--- config.mk ---
export PLATFORM = sky130hd
export DESIGN_NAME = dq_ctrl
export DESIGN_NICKNAME = d
export VERILOG_FILES = /design/src/hw/rtl/dq_pkg.sv /design/src/hw/rtl/dq_ctrl.sv
export SDC_FILE = /design/constraint.sdc
export NUM_CORES = 1
export LEC_CHECK = 0
export CAP_MARGIN = 20
export CORE_ASPECT_RATIO = 2
export CORE_UTILIZATION = 67
export CTS_CLUSTER_DIAMETER = 150
export CTS_CLUSTER_SIZE = 25
export DETAILED_ROUTE_END_ITERATION = 7
export DONT_BUFFER_PORTS = 1
export PLACE_DENSITY = 0.88
export SLEW_MARGIN = 25
export SYNTH_ARGS = -nofsm -noshare
export SYNTH_HDL_FRONTEND = slang
export SYNTH_SLANG_ARGS = --single-unit
--- constraint.sdc ---
create_clock -name clk -period 5.88 [get_ports clk]
set_input_delay 1.176 -clock clk [delete_from_list [all_inputs] [get_ports clk]]
set_output_delay 1.176 -clock clk [all_outputs]
set_load 0.1 [all_outputs]
--- src/hw/rtl/dq_pkg.sv ---
// Shared types and constants for the double-ended queue.
package dq_pkg;

  localparam int ACTION_W = 3;
  localparam int POS_W    = 8;
  localparam int DATA_W   = 32;
  localparam int FILL_W   = 9;

  typedef enum logic [ACTION_W-1:0] {
    ACT_PUSH_FRONT = 3'd0,
    ACT_PUSH_BACK  = 3'd1,
    ACT_POP_FRONT  = 3'd2,
    ACT_POP_BACK   = 3'd3,
    ACT_READ       = 3'd4,
    ACT_WRITE      = 3'd5
  } dq_action_t;

  // Store access decided for one beat.
  typedef struct packed {
    logic rd_en;
    logic wr_en;
    logic err;
  } dq_req_t;

endpackage

--- src/hw/rtl/dq_ctrl.sv ---
// Front pointer and occupancy registers, action decode and store addressing.
module dq_ctrl #(
  parameter int DEPTH = 256
) (
  input  logic                          clk,
  input  logic                          rst_n,
  input  logic                          accept,
  input  logic [dq_pkg::ACTION_W-1:0]   action,
  input  logic [dq_pkg::POS_W-1:0]      position,
  output dq_pkg::dq_req_t               req,
  output logic [$clog2(DEPTH)-1:0]      addr,
  output logic [$clog2(DEPTH+1)-1:0]    occ_after
);
  import dq_pkg::*;

  localparam int PTR_W = $clog2(DEPTH);
  localparam int CNT_W = $clog2(DEPTH + 1);
  localparam int CMP_W = (CNT_W > POS_W) ? CNT_W : POS_W;

  logic [PTR_W-1:0] front_r, front_nxt;
  logic [CNT_W-1:0] occ_r, occ_nxt;

  logic             full, empty, pos_bad;
  logic [CMP_W-1:0] pos_ext;
  logic [PTR_W-1:0] front_dec, front_inc;

  // Add an offset below DEPTH to the front pointer, modulo DEPTH.
  function automatic logic [PTR_W-1:0] wrap(input logic [PTR_W-1:0] base,
                                            input logic [PTR_W-1:0] offset);
    logic [PTR_W:0] sum;
    sum = {1'b0, base} + {1'b0, offset};
    if (sum >= (PTR_W+1)'(DEPTH)) begin
      sum = sum - (PTR_W+1)'(DEPTH);
    end
    return sum[PTR_W-1:0];
  endfunction

  assign full      = (occ_r == CNT_W'(DEPTH));
  assign empty     = (occ_r == '0);
  assign pos_ext   = CMP_W'(position);
  assign pos_bad   = (pos_ext >= CMP_W'(occ_r));
  assign front_dec = (front_r == '0) ? PTR_W'(DEPTH - 1) : front_r - PTR_W'(1);
  assign front_inc = (front_r == PTR_W'(DEPTH - 1)) ? '0 : front_r + PTR_W'(1);

  always_comb begin
    req       = '0;
    addr      = front_r;
    front_nxt = front_r;
    occ_nxt   = occ_r;
    unique case (action)
      ACT_PUSH_FRONT: begin
        if (full) begin
          req.err = 1'b1;
        end else begin
          req.wr_en = 1'b1;
          addr      = front_dec;
          front_nxt = front_dec;
          occ_nxt   = occ_r + CNT_W'(1);
        end
      end
      ACT_PUSH_BACK: begin
        if (full) begin
          req.err = 1'b1;
        end else begin
          req.wr_en = 1'b1;
          addr      = wrap(front_r, PTR_W'(occ_r));
          occ_nxt   = occ_r + CNT_W'(1);
        end
      end
      ACT_POP_FRONT: begin
        if (empty) begin
          req.err = 1'b1;
        end else begin
          req.rd_en = 1'b1;
          addr      = front_r;
          front_nxt = front_inc;
          occ_nxt   = occ_r - CNT_W'(1);
        end
      end
      ACT_POP_BACK: begin
        if (empty) begin
          req.err = 1'b1;
        end else begin
          req.rd_en = 1'b1;
          addr      = wrap(front_r, PTR_W'(occ_r - CNT_W'(1)));
          occ_nxt   = occ_r - CNT_W'(1);
        end
      end
      ACT_READ: begin
        if (pos_bad) begin
          req.err = 1'b1;
        end else begin
          req.rd_en = 1'b1;
          addr      = wrap(front_r, pos_ext[PTR_W-1:0]);
        end
      end
      ACT_WRITE: begin
        if (pos_bad) begin
          req.err = 1'b1;
        end else begin
          req.wr_en = 1'b1;
          addr      = wrap(front_r, pos_ext[PTR_W-1:0]);
        end
      end
      default: begin
        req.err = 1'b1;
      end
    endcase
  end

  assign occ_after = occ_nxt;

  always_ff @(posedge clk) begin
    if (!rst_n) begin
      front_r <= '0;
      occ_r   <= '0;
    end else if (accept) begin
      front_r <= front_nxt;
      occ_r   <= occ_nxt;
    end
  end

endmodule

==> key figures <==
Timing
  – Post-Route Skew: 7.429 ps
  – RSZ-0062 raised after global routing: no
  – Setup_tns: 0 ps
  – Worst-Margin Slew: 1115 ps
  – Final Max Tran Viols: 0
  – FMAX: 197.6 MHz
  – Worst hold slack: 673.9 ps
  – Max transition margin: 0.2565
  – Final Cycle Share: 0.8606
  – Fin crit period: 5060 ps
  – Setup violations, final: 0
  – Final Hold Fails: 0

Critical path
  – Worst EP required: 4700 ps
  – Most common cell on crit path: ha_1
  – CP Launch Type: register
  – CP Max Fanout: 10
  – Buf/Inv on CP: 2
  – Critical-path cell list: inv_1 > ha_1 > nor3b_1 > xnor2_1 > ha_1 > nor2b_1 > a311o_1 > a31oi_1 > nor2_1 > nor4b_1 > a31oi_2 > buf_4
  – CP max stage delay: 620 ps
  – Critical Path Sink Type: primary output
  – Setup CP Type: register to primary output
  – Crit-path leading delay family: simple AND/OR/NAND/NOR gates
  – Crit path DAT: 3880 ps
  – CP max stage cell: nor3b_1

Global routing
  – Number of global-route vias before repair: 3476
  – First-pass GRT wire length: 15790 µm
  – All-Layer GR Usage: 0.4063
  – Initial antenna violation count: 0
  – Total grt overflow: 0
  – Largest net degree at the start of global routing: 37

Power and ir drop
  – PwrDens: 244.5 nW/µm²
  – Pwr Total: 823.8 µW
  – Leakage: 0.001399 µW
  – VDD IR max: 0.1861 mV

Logic synthesis
  – Adder-cell share of the synthesized area: 0.1526
  – Ys async rst share: 0
  – Cell Area, Synth: 3263 µm²
  – Seq/Total Area, Yosys: 0.1043
  – Largest family of logic cells by synthesized area: compound AO/OA/AOI/OAI gates
  – Post-synth top flop: dfxtp_1
  – Seq cells post-synth: 17
  – Xor/xnor cell area share of the yosys netlist: 0.06979
  – Synthesized Nets: 518
  – Cells after synthesis: 466
  – Post-synthesis compound-gate area fraction: 0.3137
  – Post-Synth Simple-Gate Area: 0.2596
  – Yosys warns: 0
  – Synth cell types: 66
  – Multiplexer area fraction after synthesis: 0.02454
  – EDFF count, synth: 0
  – Post-Syn Area per Cell: 7.002 µm²

Clock tree
  – Post-CTS sizing: 0
  – Inserted Clock Buffers: 3
  – CTS clock-pin slew for the worst setup and hold paths: 80 ps
  – Clock Path Buffers: 2
  – Clock Latency Late Sink: 270 ps
  – CTS Hold Bufs: 0
  – H-tree levels: 1
  – Clock Sinks: 17
  – TritonCTS clock tree: yes
  – Post CTS Setup Buffer Count: 0
  – Clk root buf: clkbuf_8

Layout
  – Final Non-Filler Cells: 506
  – Nets: 504
  – Commonest non-fill, non-tap cells in the layout: 45 x o21ai_0, 43 x nand2_1, 38 x nor2_1
  – Commonest non-fill, non-tap cell in the layout: o21ai_0
  – Area growth syn-to-layout: 3.259%
  – Final core utilization: 0.7259
  – Antenna cells: 0
  – Share of layout cells above drive strength 1: 0.07539

Hold path
  – Worst hold path type: register to register

Routing
  – WL met3: 648 µm
  – Via Count: 3601
  – Routed len/inst: 20.04 µm
  – Routed WL: 10140 µm
  – Met2 WL: 5233 µm
  – Vias/cell: 7.117
  – DR DRC count: 0
  – Top routing layer used: met4
  – Met1 wire length: 3333 µm
  – Antenna Nets Post-Route: 0
  – First drt pass iteration count: 7
  – DR iter-0 viols: 209

Place
  – Dpl hpwl: 7846 µm
  – Final GP Congestion: 1.042
  – Buffers on Ports: 0
  – Inst Count DP: 502

Flow run
  – Max Cap Viol: 0

Floorplan
  – Die height: 100.7 µm
  – Ports: 34
  – Die footprint: 5170 µm²
  – Initial Util: 0.7030
  – Core footprint: 4642 µm²
  – Row count: 35
  – Die Span X: 51.35 µm

Status
  – Status: finished, final reports clean
==> kinds of logic after synthesis <==
logic type                 count (synthesis)
adders and majority gates                 38
DFF                                       17
and+or+nand+nor                          165
xor gates and xnor gates                  26
buffers and inverters                     52
AOI/OAI and AO/OA                        160
muxes                                      8
==> cell type report <==
type                    count  area, µm²
clock buffers               4      45.04
multi-input cells         397       2735
repair buffers             15      112.6
well taps                  55      68.82
fillers                   416       1272
inverters                  18      67.56
flip-flops and latches     17      340.3
==> report_power, final <==
| part | total, µW | switching (µW) | internal [µW] |
|---|---|---|---|
| combinational | 570 | 394 | 176 |
| sequential | 154 | 31.0 | 123 |
| clock | 99.7 | 51.3 | 48.4 |
==> worst register-to-register path, delay by kind of cell, from the launching register on <==
family / cells / cell delay, ps
adders and majority gates: 1 / 240
AOI/OAI and AO/OA: 3 / 1160
DFF: 1 / 550
buffers and inverters: 1 / 160
and+or+nand+nor: 4 / 910
==> sequential cells by signal, summed over array words and instances (netlist names) <==
| name | flops |
|---|---|
| occ_r | 9 |
| front_r | 8 |
==> synthesized netlist by cell type, drive strengths merged (5+ instances only) <==
| master | count | area, µm² |
|---|---|---|
| a211oi | 8 | 60.06 |
| a21o | 7 | 52.55 |
| a21oi | 39 | 195.2 |
| a31oi | 11 | 68.82 |
| and2 | 7 | 43.79 |
| buf | 12 | 86.33 |
| clkbuf | 22 | 92.59 |
| dfxtp | 17 | 340.3 |
| ha | 35 | 437.9 |
| inv | 18 | 67.56 |
| mux2i | 8 | 80.08 |
| nand2 | 43 | 161.4 |
| nand3 | 14 | 70.07 |
| nand4 | 6 | 37.54 |
| nor2 | 38 | 142.6 |
| nor2b | 13 | 81.33 |
| nor3 | 13 | 76.33 |
| nor4 | 5 | 31.28 |
| o21a | 6 | 45.04 |
| o21ai | 47 | 235.2 |
| or3 | 6 | 37.54 |
| xnor2 | 20 | 175.2 |
| xor2 | 6 | 52.55 |
==> path summary, 6_finish.rpt <==
| path | from | to | slack, ps | cells after the start |
|---|---|---|---|---|
| hold / removal | occ_r[1] | occ_r[1] | 670 | 2 |
| setup reg to reg | occ_r[0] | occ_r[7] | 2790 | 9 |
| setup / recovery | occ_r[0] | addr[7] | 820 | 12 |
| hold reg to reg | occ_r[1] | occ_r[1] | 670 | 2 |
==> layer usage <==
metal,up-vias,track usage
li1,1681,-
met1,1636,0.3694
met2,213,0.7571
met3,71,0.04676
met4,0,0.3410
met5,-,0
==> per-stage QoR <==
step / setup slack [ps] / cell area (µm²)
floorplan: 278.1 / 3263
global placement: 1240 / 3317
detailed placement: 1123 / 3324
CTS: 838.1 / 3369
global route: 592.4 / 3369
finish: 819.7 / 3369
Power figures use the tool's default switching activity.
